## src/hdl/fcr_pkg.sv

```systemverilog
package fcr_pkg;

  localparam int BUFFER_BYTES_DEF = 64;
  localparam int TAG_BYTES_DEF    = 16;
  localparam int TAG_BYTES_MAX    = 64;
  localparam int TLEN_W           = $clog2(TAG_BYTES_MAX + 1);
  localparam int QDEPTH           = 2;
  localparam int CFG_IDX_W        = 3;
  localparam int CFG_DATA_W       = 8;

  localparam logic [7:0] START_BYTE_RST  = 8'd60;
  localparam logic [7:0] END_BYTE_RST    = 8'd62;
  localparam logic [7:0] MOTION_CODE_RST = 8'd77;
  localparam logic [7:0] TAG_CODE_RST    = 8'd82;
  localparam logic [7:0] ALARM_CODE_RST  = 8'd69;

  typedef enum logic [1:0] {
    REQ_BYTE  = 2'd0,
    REQ_CLEAR = 2'd1,
    REQ_READ  = 2'd2
  } req_e;

  typedef enum logic [CFG_IDX_W-1:0] {
    CFG_START  = 3'd0,
    CFG_END    = 3'd1,
    CFG_MOTION = 3'd2,
    CFG_TAG    = 3'd3,
    CFG_ALARM  = 3'd4
  } cfg_idx_e;

  typedef enum logic [2:0] {
    EV_NONE       = 3'd0,
    EV_MOTION     = 3'd1,
    EV_TAG        = 3'd2,
    EV_ALARM      = 3'd3,
    EV_UNKNOWN    = 3'd4,
    EV_EMPTY      = 3'd5,
    EV_TAG_NODATA = 3'd6
  } event_e;

  typedef enum logic [3:0] {
    OP_NONE,
    OP_MOTION,
    OP_TAG,
    OP_ALARM,
    OP_UNKNOWN,
    OP_EMPTY,
    OP_TAG_NODATA,
    OP_CLEAR,
    OP_READ
  } op_e;

  typedef struct packed {
    logic [7:0] start_byte;
    logic [7:0] end_byte;
    logic [7:0] motion_code;
    logic [7:0] tag_code;
    logic [7:0] alarm_code;
  } cfg_t;

  typedef struct packed {
    logic [1:0] req_type;
    logic [7:0] rx_byte;
    logic [3:0] read_index;
  } req_t;

  typedef struct packed {
    logic [2:0] event_code;
    logic       motion_flag;
    logic       tag_flag;
    logic       alarm_flag;
    logic [4:0] tag_length;
    logic [7:0] read_byte;
    logic       in_message;
  } rsp_t;

  // Classified command handed from the framer to the executor.
  typedef struct packed {
    op_e               op;
    logic [TLEN_W-1:0] tag_len;
    logic              bank;
    logic [3:0]        read_index;
    logic              in_message;
  } cmd_t;

  function automatic event_e event_of(op_e op);
    event_e ev;
    case (op)
      OP_MOTION:     ev = EV_MOTION;
      OP_TAG:        ev = EV_TAG;
      OP_ALARM:      ev = EV_ALARM;
      OP_UNKNOWN:    ev = EV_UNKNOWN;
      OP_EMPTY:      ev = EV_EMPTY;
      OP_TAG_NODATA: ev = EV_TAG_NODATA;
      default:       ev = EV_NONE;
    endcase
    return ev;
  endfunction

endpackage

```

## src/hdl/fcr_if.sv

```systemverilog
interface fcr_req_if;
  import fcr_pkg::*;

  logic valid;
  logic ready;
  req_t data;

  modport source (output valid, output data, input ready);
  modport sink (input valid, input data, output ready);
endinterface

interface fcr_rsp_if;
  import fcr_pkg::*;

  logic valid;
  logic ready;
  rsp_t data;

  modport source (output valid, output data, input ready);
  modport sink (input valid, input data, output ready);
endinterface

```

## src/hdl/fcr_tag_ram.sv

```systemverilog
module fcr_tag_ram #(
  parameter int AW = 5
) (
  input  logic          clk_i,
  input  logic          wr_en_i,
  input  logic [AW-1:0] wr_addr_i,
  input  logic [7:0]    wr_data_i,
  input  logic          rd_en_i,
  input  logic [AW-1:0] rd_addr_i,
  output logic [7:0]    rd_data_o
);

  logic [7:0] mem_q [2**AW];
  logic [7:0] rd_data_q;

  always_ff @(posedge clk_i) begin
    if (wr_en_i) begin
      mem_q[wr_addr_i] <= wr_data_i;
    end
    if (rd_en_i) begin
      rd_data_q <= mem_q[rd_addr_i];
    end
  end

  assign rd_data_o = rd_data_q;

endmodule

```

## src/hdl/fcr_front.sv

```systemverilog
module fcr_front #(
  parameter int BUFFER_BYTES = fcr_pkg::BUFFER_BYTES_DEF,
  parameter int TAG_BYTES    = fcr_pkg::TAG_BYTES_DEF,
  parameter int AW           = 5
) (
  input  logic           clk_i,
  input  logic           rst_ni,
  input  fcr_pkg::cfg_t  cfg_i,
  input  logic           in_valid_i,
  output logic           in_ready_o,
  input  fcr_pkg::req_t  in_data_i,
  input  logic           q_full_i,
  output logic           push_o,
  output fcr_pkg::cmd_t  push_data_o,
  input  logic           tag_retire_i,
  output logic           wr_en_o,
  output logic [AW-1:0]  wr_addr_o,
  output logic [7:0]     wr_data_o
);
  import fcr_pkg::*;

  localparam int BCNT_W = $clog2(BUFFER_BYTES);
  localparam int TIDX_W = AW - 1;

  logic              inside_q, inside_d;
  logic [BCNT_W-1:0] cnt_q, cnt_d;
  logic [BCNT_W-1:0] cnt_m1;
  logic [7:0]        cmd_byte_q, cmd_byte_d;
  logic              wbank_q, wbank_d;
  logic              tag_busy_q, tag_busy_d;
  logic              accept;
  logic              stage_wr;
  cmd_t              cmd;

  // While a tag latch is on its way to the executor, the staging bank is
  // about to swap roles with the tag bank, so no new item is taken.
  assign in_ready_o = !q_full_i && !tag_busy_q;
  assign accept     = in_valid_i && in_ready_o;
  assign cnt_m1     = cnt_q - BCNT_W'(1);

  always_comb begin
    inside_d       = inside_q;
    cnt_d          = cnt_q;
    cmd_byte_d     = cmd_byte_q;
    wbank_d        = wbank_q;
    stage_wr       = 1'b0;
    cmd.op         = OP_NONE;
    cmd.tag_len    = '0;
    cmd.bank       = wbank_q;
    cmd.read_index = in_data_i.read_index;
    case (in_data_i.req_type)
      REQ_BYTE: begin
        if (in_data_i.rx_byte == cfg_i.start_byte) begin
          inside_d = 1'b1;
          cnt_d    = '0;
        end else if (inside_q) begin
          if (in_data_i.rx_byte == cfg_i.end_byte) begin
            inside_d = 1'b0;
            cnt_d    = '0;
            if (cnt_q == '0) begin
              cmd.op = OP_EMPTY;
            end else if (cmd_byte_q == cfg_i.motion_code) begin
              cmd.op = OP_MOTION;
            end else if (cmd_byte_q == cfg_i.tag_code) begin
              if (32'(cnt_q) < 32'd2) begin
                cmd.op = OP_TAG_NODATA;
              end else begin
                cmd.op  = OP_TAG;
                wbank_d = ~wbank_q;
                if (32'(cnt_m1) > 32'(TAG_BYTES)) begin
                  cmd.tag_len = TLEN_W'(TAG_BYTES);
                end else begin
                  cmd.tag_len = TLEN_W'(cnt_m1);
                end
              end
            end else if (cmd_byte_q == cfg_i.alarm_code) begin
              cmd.op = OP_ALARM;
            end else begin
              cmd.op = OP_UNKNOWN;
            end
          end else if (32'(cnt_q) < 32'(BUFFER_BYTES - 1)) begin
            if (cnt_q == '0) begin
              cmd_byte_d = in_data_i.rx_byte;
            end else if (32'(cnt_q) <= 32'(TAG_BYTES)) begin
              stage_wr = 1'b1;
            end
            cnt_d = cnt_q + BCNT_W'(1);
          end
        end
      end
      REQ_CLEAR: cmd.op = OP_CLEAR;
      REQ_READ:  cmd.op = OP_READ;
      default:   cmd.op = OP_NONE;
    endcase
    cmd.in_message = inside_d;

    tag_busy_d = tag_busy_q;
    if (accept && (cmd.op == OP_TAG)) begin
      tag_busy_d = 1'b1;
    end else if (tag_retire_i) begin
      tag_busy_d = 1'b0;
    end
  end

  always_ff @(posedge clk_i or negedge rst_ni) begin
    if (!rst_ni) begin
      inside_q   <= 1'b0;
      cnt_q      <= '0;
      cmd_byte_q <= '0;
      wbank_q    <= 1'b1;
      tag_busy_q <= 1'b0;
    end else begin
      tag_busy_q <= tag_busy_d;
      if (accept) begin
        inside_q   <= inside_d;
        cnt_q      <= cnt_d;
        cmd_byte_q <= cmd_byte_d;
        wbank_q    <= wbank_d;
      end
    end
  end

  assign push_o      = accept;
  assign push_data_o = cmd;
  assign wr_en_o     = accept && stage_wr;
  assign wr_addr_o   = {wbank_q, TIDX_W'(cnt_m1)};
  assign wr_data_o   = in_data_i.rx_byte;

  a_tag_blocks_input: assert property (
    @(posedge clk_i) disable iff (!rst_ni)
    (push_o && (push_data_o.op == OP_TAG)) |=> !in_ready_o
  ) else $error("input taken while a tag latch is pending");

endmodule

```

## src/hdl/fcr_queue.sv

```systemverilog
module fcr_queue (
  input  logic          clk_i,
  input  logic          rst_ni,
  input  logic          push_i,
  input  fcr_pkg::cmd_t push_data_i,
  output logic          full_o,
  input  logic          pop_i,
  output logic          valid_o,
  output fcr_pkg::cmd_t data_o
);
  import fcr_pkg::*;

  localparam int PTR_W = (QDEPTH > 1) ? $clog2(QDEPTH) : 1;
  localparam int CNT_W = $clog2(QDEPTH + 1);

  cmd_t             mem_q [QDEPTH];
  logic [PTR_W-1:0] wptr_q, wptr_d;
  logic [PTR_W-1:0] rptr_q, rptr_d;
  logic [CNT_W-1:0] count_q, count_d;

  always_comb begin
    wptr_d  = wptr_q;
    rptr_d  = rptr_q;
    count_d = count_q;
    if (push_i) begin
      wptr_d = (32'(wptr_q) == QDEPTH - 1) ? '0 : wptr_q + PTR_W'(1);
    end
    if (pop_i) begin
      rptr_d = (32'(rptr_q) == QDEPTH - 1) ? '0 : rptr_q + PTR_W'(1);
    end
    if (push_i && !pop_i) begin
      count_d = count_q + CNT_W'(1);
    end else if (pop_i && !push_i) begin
      count_d = count_q - CNT_W'(1);
    end
  end

  always_ff @(posedge clk_i or negedge rst_ni) begin
    if (!rst_ni) begin
      wptr_q  <= '0;
      rptr_q  <= '0;
      count_q <= '0;
    end else begin
      wptr_q  <= wptr_d;
      rptr_q  <= rptr_d;
      count_q <= count_d;
    end
  end

  always_ff @(posedge clk_i) begin
    if (push_i) begin
      mem_q[wptr_q] <= push_data_i;
    end
  end

  assign full_o  = (count_q == CNT_W'(QDEPTH));
  assign valid_o = (count_q != '0);
  assign data_o  = mem_q[rptr_q];

  a_no_overflow: assert property (
    @(posedge clk_i) disable iff (!rst_ni)
    (push_i && !pop_i) |-> !full_o
  ) else $error("command queue overflow");

endmodule

```

## src/hdl/fcr_back.sv

```systemverilog
module fcr_back #(
  parameter int TAG_BYTES = fcr_pkg::TAG_BYTES_DEF,
  parameter int AW        = 5
) (
  input  logic          clk_i,
  input  logic          rst_ni,
  input  logic          q_valid_i,
  input  fcr_pkg::cmd_t q_data_i,
  output logic          q_pop_o,
  output logic          tag_retire_o,
  output logic          rd_en_o,
  output logic [AW-1:0] rd_addr_o,
  input  logic [7:0]    rd_data_i,
  output logic          out_valid_o,
  input  logic          out_ready_i,
  output fcr_pkg::rsp_t out_data_o
);
  import fcr_pkg::*;

  localparam int TCNT_W = $clog2(TAG_BYTES + 1);
  localparam int TIDX_W = AW - 1;

  logic              out_valid_q;
  logic              load;
  logic              motion_q, motion_d;
  logic              tagf_q, tagf_d;
  logic              alarm_q, alarm_d;
  logic [TCNT_W-1:0] tag_count_q, tag_count_d;
  logic              active_q, active_d;
  logic [2:0]        ev_q;
  logic              in_msg_q;
  logic              rd_hit_q, rd_hit_d;

  // The output register doubles as the read register of the tag memory.
  assign load = q_valid_i && (!out_valid_q || out_ready_i);

  always_comb begin
    motion_d    = motion_q;
    tagf_d      = tagf_q;
    alarm_d     = alarm_q;
    tag_count_d = tag_count_q;
    active_d    = active_q;
    rd_hit_d    = 1'b0;
    case (q_data_i.op)
      OP_MOTION: motion_d = 1'b1;
      OP_ALARM:  alarm_d  = 1'b1;
      OP_TAG: begin
        tagf_d      = 1'b1;
        tag_count_d = TCNT_W'(q_data_i.tag_len);
        active_d    = q_data_i.bank;
      end
      OP_CLEAR: begin
        motion_d    = 1'b0;
        tagf_d      = 1'b0;
        alarm_d     = 1'b0;
        tag_count_d = '0;
      end
      OP_READ: rd_hit_d = (32'(q_data_i.read_index) < 32'(tag_count_q));
      default: ;
    endcase
  end

  always_ff @(posedge clk_i or negedge rst_ni) begin
    if (!rst_ni) begin
      out_valid_q <= 1'b0;
      motion_q    <= 1'b0;
      tagf_q      <= 1'b0;
      alarm_q     <= 1'b0;
      tag_count_q <= '0;
      active_q    <= 1'b0;
    end else begin
      if (load) begin
        out_valid_q <= 1'b1;
        motion_q    <= motion_d;
        tagf_q      <= tagf_d;
        alarm_q     <= alarm_d;
        tag_count_q <= tag_count_d;
        active_q    <= active_d;
      end else if (out_ready_i) begin
        out_valid_q <= 1'b0;
      end
    end
  end

  always_ff @(posedge clk_i) begin
    if (load) begin
      ev_q     <= event_of(q_data_i.op);
      in_msg_q <= q_data_i.in_message;
      rd_hit_q <= rd_hit_d;
    end
  end

  assign q_pop_o      = load;
  assign tag_retire_o = load && (q_data_i.op == OP_TAG);
  assign rd_en_o      = load && (q_data_i.op == OP_READ);
  assign rd_addr_o    = {active_q, TIDX_W'(q_data_i.read_index)};

  assign out_valid_o            = out_valid_q;
  assign out_data_o.event_code  = ev_q;
  assign out_data_o.motion_flag = motion_q;
  assign out_data_o.tag_flag    = tagf_q;
  assign out_data_o.alarm_flag  = alarm_q;
  assign out_data_o.tag_length  = 5'(tag_count_q);
  assign out_data_o.read_byte   = rd_hit_q ? rd_data_i : 8'd0;
  assign out_data_o.in_message  = in_msg_q;

  a_clear_drops_all: assert property (
    @(posedge clk_i) disable iff (!rst_ni)
    (load && (q_data_i.op == OP_CLEAR)) |=>
      (!motion_q && !tagf_q && !alarm_q && (tag_count_q == '0))
  ) else $error("clear left flags or tag behind");

  a_tag_has_data: assert property (
    @(posedge clk_i) disable iff (!rst_ni)
    (load && (q_data_i.op == OP_TAG)) |=> (tagf_q && (tag_count_q != '0))
  ) else $error("tag latched without data");

endmodule

```

## src/hdl/framed_command_receiver_unit.sv

```systemverilog
// Framed command receiver.
// req_i carries one request per transaction: a received byte, a clear of the
// flags and tag, or a read of one latched tag byte. rsp_o returns exactly one
// result per request, in order, with the event of that request and the flags,
// tag length and framing state after it. The cfg_we_i port sets the framing
// and command bytes; write it only while no request is outstanding.
// A request accepted at one clock edge enters the command queue at that edge
// and moves to the output register once it heads the queue and the output
// register is empty or being read. One request is accepted per cycle while
// the command queue has room, except that a message closing with a tag
// command blocks req_i until the executor takes that command and swaps the
// staging and tag banks of the tag memory, a wait that lasts longer while
// rsp_o stalls. The framer feeds a two-entry command queue in front of the
// output register; when rsp_o stalls, up to three results are held before
// req_i ready drops. Reset clears the framing state, flags and tag length and
// loads the default framing and command bytes; no clearing pass is needed.
module framed_command_receiver_unit #(
  parameter int BUFFER_BYTES = fcr_pkg::BUFFER_BYTES_DEF,
  parameter int TAG_BYTES    = fcr_pkg::TAG_BYTES_DEF
) (
  input  logic                           clk_i,
  input  logic                           rst_ni,
  input  logic                           cfg_we_i,
  input  logic [fcr_pkg::CFG_IDX_W-1:0]  cfg_idx_i,
  input  logic [fcr_pkg::CFG_DATA_W-1:0] cfg_wdata_i,
  fcr_req_if.sink                        req_i,
  fcr_rsp_if.source                      rsp_o
);
  import fcr_pkg::*;

  localparam int TIDX_W = (TAG_BYTES > 1) ? $clog2(TAG_BYTES) : 1;
  localparam int AW     = TIDX_W + 1;

  cfg_t          cfg_q;
  logic          push, q_full, q_valid, q_pop, tag_retire;
  cmd_t          push_data, q_data;
  logic          wr_en, rd_en;
  logic [AW-1:0] wr_addr, rd_addr;
  logic [7:0]    wr_data, rd_data;

  always_ff @(posedge clk_i or negedge rst_ni) begin
    if (!rst_ni) begin
      cfg_q.start_byte  <= START_BYTE_RST;
      cfg_q.end_byte    <= END_BYTE_RST;
      cfg_q.motion_code <= MOTION_CODE_RST;
      cfg_q.tag_code    <= TAG_CODE_RST;
      cfg_q.alarm_code  <= ALARM_CODE_RST;
    end else if (cfg_we_i) begin
      case (cfg_idx_e'(cfg_idx_i))
        CFG_START:  cfg_q.start_byte  <= cfg_wdata_i;
        CFG_END:    cfg_q.end_byte    <= cfg_wdata_i;
        CFG_MOTION: cfg_q.motion_code <= cfg_wdata_i;
        CFG_TAG:    cfg_q.tag_code    <= cfg_wdata_i;
        CFG_ALARM:  cfg_q.alarm_code  <= cfg_wdata_i;
        default: ;
      endcase
    end
  end

  fcr_front #(
    .BUFFER_BYTES (BUFFER_BYTES),
    .TAG_BYTES    (TAG_BYTES),
    .AW           (AW)
  ) u_front (
    .clk_i        (clk_i),
    .rst_ni       (rst_ni),
    .cfg_i        (cfg_q),
    .in_valid_i   (req_i.valid),
    .in_ready_o   (req_i.ready),
    .in_data_i    (req_i.data),
    .q_full_i     (q_full),
    .push_o       (push),
    .push_data_o  (push_data),
    .tag_retire_i (tag_retire),
    .wr_en_o      (wr_en),
    .wr_addr_o    (wr_addr),
    .wr_data_o    (wr_data)
  );

  fcr_queue u_queue (
    .clk_i       (clk_i),
    .rst_ni      (rst_ni),
    .push_i      (push),
    .push_data_i (push_data),
    .full_o      (q_full),
    .pop_i       (q_pop),
    .valid_o     (q_valid),
    .data_o      (q_data)
  );

  fcr_tag_ram #(
    .AW (AW)
  ) u_tag_ram (
    .clk_i     (clk_i),
    .wr_en_i   (wr_en),
    .wr_addr_i (wr_addr),
    .wr_data_i (wr_data),
    .rd_en_i   (rd_en),
    .rd_addr_i (rd_addr),
    .rd_data_o (rd_data)
  );

  fcr_back #(
    .TAG_BYTES (TAG_BYTES),
    .AW        (AW)
  ) u_back (
    .clk_i        (clk_i),
    .rst_ni       (rst_ni),
    .q_valid_i    (q_valid),
    .q_data_i     (q_data),
    .q_pop_o      (q_pop),
    .tag_retire_o (tag_retire),
    .rd_en_o      (rd_en),
    .rd_addr_o    (rd_addr),
    .rd_data_i    (rd_data),
    .out_valid_o  (rsp_o.valid),
    .out_ready_i  (rsp_o.ready),
    .out_data_o   (rsp_o.data)
  );

endmodule
```

## src/flat_wrapper.sv

```systemverilog
// flat-port wrapper written by rule: the top's interface ports become plain ports
module framed_command_receiver_unit_flat import fcr_pkg::*;
#(
  parameter int BUFFER_BYTES = fcr_pkg::BUFFER_BYTES_DEF,
  parameter int TAG_BYTES    = fcr_pkg::TAG_BYTES_DEF
)
  (clk_i, rst_ni, cfg_we_i, cfg_idx_i, cfg_wdata_i, req_i_valid, req_i_data, req_i_ready, rsp_o_valid, rsp_o_data, rsp_o_ready);
  fcr_req_if req_i_i ();
  fcr_rsp_if rsp_o_i ();
  input  logic clk_i;
  input  logic rst_ni;
  input  logic cfg_we_i;
  input  logic [fcr_pkg::CFG_IDX_W-1:0] cfg_idx_i;
  input  logic [fcr_pkg::CFG_DATA_W-1:0] cfg_wdata_i;
  input wire logic [$bits(req_i_i.valid)-1:0] req_i_valid;
  input wire logic [$bits(req_i_i.data)-1:0] req_i_data;
  output wire logic [$bits(req_i_i.ready)-1:0] req_i_ready;
  output wire logic [$bits(rsp_o_i.valid)-1:0] rsp_o_valid;
  output wire logic [$bits(rsp_o_i.data)-1:0] rsp_o_data;
  input wire logic [$bits(rsp_o_i.ready)-1:0] rsp_o_ready;
  assign req_i_i.valid = req_i_valid;
  assign req_i_i.data = req_i_data;
  assign req_i_ready = req_i_i.ready;
  assign rsp_o_valid = rsp_o_i.valid;
  assign rsp_o_data = rsp_o_i.data;
  assign rsp_o_i.ready = rsp_o_ready;
  framed_command_receiver_unit #(.BUFFER_BYTES(BUFFER_BYTES), .TAG_BYTES(TAG_BYTES)) u_core (.clk_i(clk_i), .rst_ni(rst_ni), .cfg_we_i(cfg_we_i), .cfg_idx_i(cfg_idx_i), .cfg_wdata_i(cfg_wdata_i), .req_i(req_i_i), .rsp_o(rsp_o_i));
endmodule
```

## config.mk

```make
export PLATFORM = sky130hd
export DESIGN_NAME = framed_command_receiver_unit_flat
export DESIGN_NICKNAME = d
export VERILOG_FILES = /design/src/hdl/fcr_pkg.sv /design/src/hdl/fcr_if.sv /design/src/hdl/fcr_tag_ram.sv /design/src/hdl/fcr_front.sv /design/src/hdl/fcr_queue.sv /design/src/hdl/fcr_back.sv /design/src/hdl/framed_command_receiver_unit.sv /design/src/flat_wrapper.sv
export SDC_FILE = /design/constraint.sdc
export NUM_CORES = 1
export LEC_CHECK = 0
export ABC_AREA = 0
export BUFFER_PORTS_ARGS = -buffer_cell sky130_fd_sc_hd__buf_2
export CAP_MARGIN = 40
export CORE_MARGIN = 3
export CORE_UTILIZATION = 50
export DETAILED_ROUTE_END_ITERATION = 8
export GPL_TIMING_DRIVEN = 0
export PLACE_DENSITY = 0.66
export SYNTH_ARGS = -nofsm -noshare
export SYNTH_HDL_FRONTEND = slang
export SYNTH_SLANG_ARGS = --single-unit
```

## constraint.sdc

```tcl
create_clock -name clk_i -period 3.3 [get_ports clk_i]
set_clock_uncertainty 0.05 [all_clocks]
set_input_delay 0.495 -clock clk_i [delete_from_list [all_inputs] [get_ports clk_i]]
set_output_delay 0.495 -clock clk_i [all_outputs]
set_load 0.02 [all_outputs]
```

==> flow_summary.toml, run 1 <==
[worst_setup_path]
max_stage_delay_ns = 0.74
cp_slowest_cell = "nor2_1"
worstPathArrival_ns = 3.37
critical_path_buf_inv_count = 1
cp_top_family = "simple AND/OR/NAND/NOR gates"
cp_max_fo = 35
end_kind = "register"
cp-start-kind = "input pin"
worstSetupPathType = "input pin to register"
cp_cell_sequence = "buf_2 -> xnor2_1 -> nand4_1 -> o2111a_1 -> nor4b_4 -> nand2_1 -> nor2_1"
rrSetupSlack_ns = 0.05
crit_required_ns = 3.39

[clock_tree]
clk_latency_ns = 0.52
ctsLongestPathBuffers = 3
tritoncts = "done"
cts_root_buf = "clkbuf_16"
cts_buffers = 39
cts.htree.levels = 2
numClockSinks = 370
clk_pin_slew_ns = 0.06

[cells_and_area]
num-fill-cells = 2458
layout.nets = 1318
finalNonFillerCells = 1700
syn_to_final_growth_pct = 13.33
num_antenna_cells = 0
layout-drive-gt1-share_pct = 18.25

[sta]
max_freq_mhz = 304.6
tightestPinTransition_ns = 0.8645
fin_crit_sh_pct = 99.48
period_minus_slack_ns = 3.283
setup_viol = 0
hold_viol = 0
timing.hold.ws_ns = 0.1230
slew_viol_final = 0
rsz0062_at_grt = "yes"
max_slew_margin_pct = 42.15

[synth]
seq_area_frac_synth_pct = 68.42
ys_top_cells_by_area = "edfxtp_1 57%, dfrtp_1 8.1%, nand2_1 5.5%"
syn_inst = 1182
synth.cell_area_sq_um = 15760
synthMostInstantiatedCell = "edfxtp_1"
synth_top_area_share_pct = 56.99
synth.distinct_cells = 58
synth-edff-count = 299
synthArstFlopShare_pct = 19.19
synth-main-ff-cell = "edfxtp_1"
synth_common_cells = "299 x edfxtp_1, 231 x nand2_1, 91 x nand3_1"
synth_largest_area_cell = "edfxtp_1"
ys_warn_count = 0
synth-seq-cells = 370
synth_fp_nets = 1222
synth_area_per_cell_sq_um = 13.33

[floorplan]
core_sq_um = 30830
dieHeight_microns = 183.5
initial_utilization_pct = 51.10
dieArea_sq_um = 33680
num_rows = 64
die_x_microns = 183.5
ios = 52

[min_path]
hold_path.class = "input pin to register"

[placed_design]
hpwl_microns = 24580
place_congestion = 0.8727
portBuffers = 49
dp_cells = 1632

[routing]
routed_via_density = 5.766
drc = 0
wire_per_inst_microns = 21.68
first_iter_violations = 922
drt_first_pass_iters = 5
routed_wl_microns = 36860
routed-via-count = 9802
antenna_left = 0

[outcome]
status = "completed"

[global_routing]
overflow = 0
grt_max_degree = 49
grt_pass1_wl_microns = 56620
grt_usage_pct = 22.04
antenna_found_initial = 0
grt_pass1_vias = 9694

[power_and_ir_drop]
finalPower_mw = 13.78
p_leak_nw = 6.570
vdd_ir_drop_max_mv = 0.3918
power_density_nw_per_um2 = 771.7

[job]
maxCapViolations = 0
==> registers in the layout (all words and copies together), names as in the netlist <==
register and flops:
u_core.u_back.tag_count_q 5, u_core.u_front.tag_busy_q 1, u_core.u_front.wbank_q 1, u_core.u_queue.mem_q 30
u_core.u_back.out_valid_o 1, u_core.u_back.ev_q 3, u_core.u_back.rd_hit_q 1, u_core.u_tag_ram.mem_q 256
u_core.u_back.motion_q 1, u_core.u_back.alarm_q 1, u_core.u_back.tagf_q 1, u_core.u_back.active_q 1
u_core.u_front.cmd_byte_q 8, u_core.u_queue.rptr_q 1, u_core.u_queue.count_q 2, u_core.u_queue.wptr_q 1
u_core.u_front.inside_q 1, u_core.cfg_q 40, u_core.u_back.in_msg_q 1, u_core.u_tag_ram.rd_data_o 8
u_core.u_front.cnt_q 6
==> area by class of cell <==
cell class	instances	area [sq um]	area share (%)
Buffer	61	280.3	1.570
Clock buffer	48	1031	5.774
Clock inverter	19	186.4	1.044
Inverter	17	63.81	0.3574
Multi-Input combinational cell	734	4690	26.26
Sequential cell	370	10780	60.38
Tap cell	396	495.5	2.775
Timing Repair Buffer	55	327.8	1.836
==> cell usage in the layout, fill, tap and decap left out, drive strengths merged, types with 3 or more instances in the layout <==
cell and instances:
a21oi 10, a221oi 8, a311oi 16, a31oi 18, a32o 8, and2 14, and3 23, buf 79
bufinv 3, clkbuf 84, clkinv 12, clkinvlp 3, dfrtp 51, dfstp 20, edfxtp 299, ha 10
inv 18, mux2 53, mux2i 68, nand2 231, nand2b 3, nand3 91, nand4 9, nand4b 4
nor2 59, nor3 4, nor4 3, o211ai 5, o21ai 14, xnor2 38, xor2 14
==> per-stage QoR <==
step / area (sq um) / setup WS, ns / setup TNS, ns / utilization (%)
after floorplan: 15760 / 0.6942 / 0 / -
after global placement: 16500 / -0.5208 / -96.18 / 53.51
after detailed placement: 16550 / -0.6045 / -110.68 / 53.69
after CTS: 17780 / -0.04233 / -0.8040 / 57.68
after global routing: 17850 / -0.1635 / -5.121 / 57.91
final: 17850 / 0.01712 / 0 / 57.91
==> power breakdown <==
group | leakage (nW) | switching (mW) | internal (mW) | total [mW]
combinational | 2.44 | 2.52 | 1.38 | 3.89
sequential | 3.55 | 0.204 | 5.49 | 5.70
clock | 0.581 | 1.73 | 2.46 | 4.19
==> worst paths after layout <==
kind                       cells past startpoint               startpoint                       endpoint
setup / recovery                               7            req_i_data[7]  u_core.u_tag_ram.mem_q[27][0]
setup reg to reg                               7  u_core.u_front.cnt_q[0]  u_core.u_tag_ram.mem_q[27][0]
min in group asynchronous                      2                   rst_ni               u_core.cfg_q[30]
hold / removal                                 1            req_i_data[1]     u_core.u_queue.mem_q[0][2]
max in group asynchronous                      3                   rst_ni         u_core.u_front.wbank_q
hold reg to reg                                2    u_core.u_back.alarm_q          u_core.u_back.alarm_q
==> what timing repair did <==
item                                    4_1_cts  5_1_grt
gates resized for setup                       1       30
pin swaps                                     0        0
hold buffers                                  1        0
endpoints found under the hold margin        11        0
buffers inserted                              0        0
endpoints found under the setup margin       41      217
==> metal layers <==
layer | global-route usage (%) | part of all wire (%) | up-vias | routed length [microns]
li1 | - | - | 4520 | -
met1 | 30.73 | 43 | 4900 | 15890
met2 | 36.51 | 48 | 311 | 17680
met3 | 3.443 | 6.3 | 71 | 2316
met4 | 5.911 | 2.7 | 0 | 978
met5 | 0 | 0 | - | 0
==> cell families (layout without fill, tap and decap cells) <==
logic type	after synthesis	count (layout)	synth area share (%)
buffers and inverters	78	200	2.176
DFF	370	370	68.42
xor gates and xnor gates	52	52	2.891
adders and majority gates	10	10	0.7942
and+or+nand+nor	455	455	13.06
AOI/OAI and AO/OA	96	96	4.463
muxes	121	121	8.188
Power figures use the tool's default switching activity.
==> inputs of run 2 (changes only) <==
- CORE_MARGIN: 3 -> 2
- clock period: 3.3 -> 3.98 ns (I/O delays scaled with it)
==> run 2 against run 1 <==
  * Die area down 2.2%
  * First-iteration DRC count fell by 1.3%
  * Utilization fell by 0.061 points
  * Sequential share of layout area is 0.063 points higher
  * Power decreased by 16%
  * Final cell count stayed put
  * Sequential cell count stayed put
  * Largest cell class unchanged
==> flow_summary.toml, run 2 (same netlist as run 1, synthesis figures left out) <==
[global_routing]
grt_pass1_wl_microns = 56010
overflow = 0
antenna_found_initial = 0
grt_pass1_vias = 9511
grt_max_degree = 47
grt_usage_pct = 22.46

[placed_design]
hpwl_microns = 24230
portBuffers = 49
post-place-ws_ns = 0.009951
place_congestion = 0.8571

[cells_and_area]
multi_input_area_sq_um = 4632
layout_common_cells = "299 x edfxtp_1, 231 x nand2_1, 91 x nand3_1, 71 x buf_2, 67 x mux2i_1"
num_antenna_cells = 0
regMostFlops = "u_core.u_tag_ram.mem_q"
layout.nets = 1317
syn_to_final_growth_pct = 13.21
seqCellArea_sq_um = 10780
reg_top3 = "u_core.u_tag_ram.mem_q: 256 flops, u_core.cfg_q: 40 flops, u_core.u_queue.mem_q: 30 flops"
largest_register_ff_count = 256
num-fill-cells = 2474
layout.cells.most_common = "edfxtp_1"
layout-drive-gt1-share_pct = 16.41

[worst_setup_path]
cp_slowest_cell = "nor2_1"
max_stage_delay_ns = 0.74
worstPathArrival_ns = 3.52
end_kind = "register"
crit_required_ns = 4.07
cp-start-kind = "input pin"
cp_cell_sequence = "buf_2 -> xnor2_1 -> nand4_1 -> o2111a_1 -> nor4b_4 -> nand2_1 -> nor2_1"
critical_path_buf_inv_count = 1
cp_max_fo = 35
cp_top_family = "simple AND/OR/NAND/NOR gates"
worstSetupPathType = "input pin to register"

[routing]
first_iter_violations = 910
drc = 0
routed_via_density = 5.708
antenna_left = 0
routed-via-count = 9704
drt_first_pass_iters = 7
wire_per_inst_microns = 21.55
routed_wl_microns = 36640

[sta]
max_freq_mhz = 291.3
setup_viol = 0
max_slew_margin_pct = 41.55
fin_setup_tns_ns = 0
rsz0062_at_grt = "no"
timing.final.ws_setup_ns = 0.5468
hold_viol = 0
fin_crit_sh_pct = 86.26
period_minus_slack_ns = 3.433
slew_viol_final = 0
tightestPinTransition_ns = 0.8767

[floorplan]
die_x_microns = 181.5
num_rows = 64
dieHeight_microns = 181.5
core_sq_um = 30830
initial_utilization_pct = 51.10
dieArea_sq_um = 32950
ios = 52

[clock_tree]
tritoncts = "done"
cts_buffers = 38
numClockSinks = 370
clk_latency_ns = 0.52
clk_pin_slew_ns = 0.06
ctsLongestPathBuffers = 3
cts_root_buf = "clkbuf_16"
cts.htree.levels = 2

[power_and_ir_drop]
p_leak_nw = 6.600
power_density_nw_per_um2 = 646.7
vdd_ir_drop_max_mv = 0.3229

[outcome]
status = "completed"

[min_path]
hold_path.class = "input pin to register"

[job]
maxCapViolations = 0
==> run 2: final timing paths <==
path                                                 from                       endpoint  slack, ns  depth (start not counted)
worst max-delay path                        req_i_data[8]  u_core.u_tag_ram.mem_q[14][5]       0.55                          7
worst min-delay path                        req_i_data[2]     u_core.u_queue.mem_q[0][3]       0.22                          1
worst max register to register  u_core.u_queue.count_q[0]  u_core.u_tag_ram.mem_q[14][5]       0.78                          8
worst min register to register      u_core.u_back.alarm_q          u_core.u_back.alarm_q       0.44                          2
max in group asynchronous                          rst_ni         u_core.u_front.wbank_q       2.79                          3
min in group asynchronous                          rst_ni                u_core.cfg_q[3]       0.48                          2
==> run 2: power by group <==
group	switching, mW	internal, mW	leakage [nW]
sequential	0.164	4.55	3.55
clock	1.41	2.19	0.613
combinational	2.08	1.14	2.44
==> run 2: area by class of cell <==
| cell class | instances | area share, % |
|---|---|---|
| Buffer | 61 | 1.564 |
| Timing Repair Buffer | 55 | 1.796 |
| Clock inverter | 13 | 0.8979 |
| Inverter | 17 | 0.3578 |
| Tap cell | 396 | 2.778 |
| Multi-Input combinational cell | 734 | 25.97 |
| Clock buffer | 54 | 6.194 |
| Sequential cell | 370 | 60.44 |
==> run 2: what timing repair did <==
| item | CTS | global route |
|---|---|---|
| hold buffers | 1 | 0 |
| hold endpoints to repair | 15 | 0 |
| setup buffers | 0 | 0 |
| setup endpoints to repair | 0 | 0 |
| resized for setup | 0 | 0 |
==> run 2: layer usage <==
| metal | share of wire [%] | wire, microns | global-route usage (%) | vias to the layer above |
|---|---|---|---|---|
| met4 | 2.4 | 864 | 6.081 | 0 |
| met3 | 7.2 | 2647 | 4.011 | 60 |
| li1 | - | - | - | 4522 |
| met5 | 0 | 0 | 0 | - |
| met2 | 48 | 17690 | 37.23 | 335 |
| met1 | 42 | 15440 | 30.81 | 4787 |
==> run 2: metrics by stage <==
step	utilization (%)	hold WS [ns]	power, mW	std cells	instance area (sq um)
global route	57.85	0.2077	12.06	1700	17840
floorplan	-	0.2514	6.894	1182	15760
finish	57.85	0.2223	11.53	1700	17840
global placement	53.51	0.4273	7.924	1627	16500
detailed placement	53.72	0.4307	7.988	1632	16560
CTS	57.85	0.2080	11.58	1700	17840
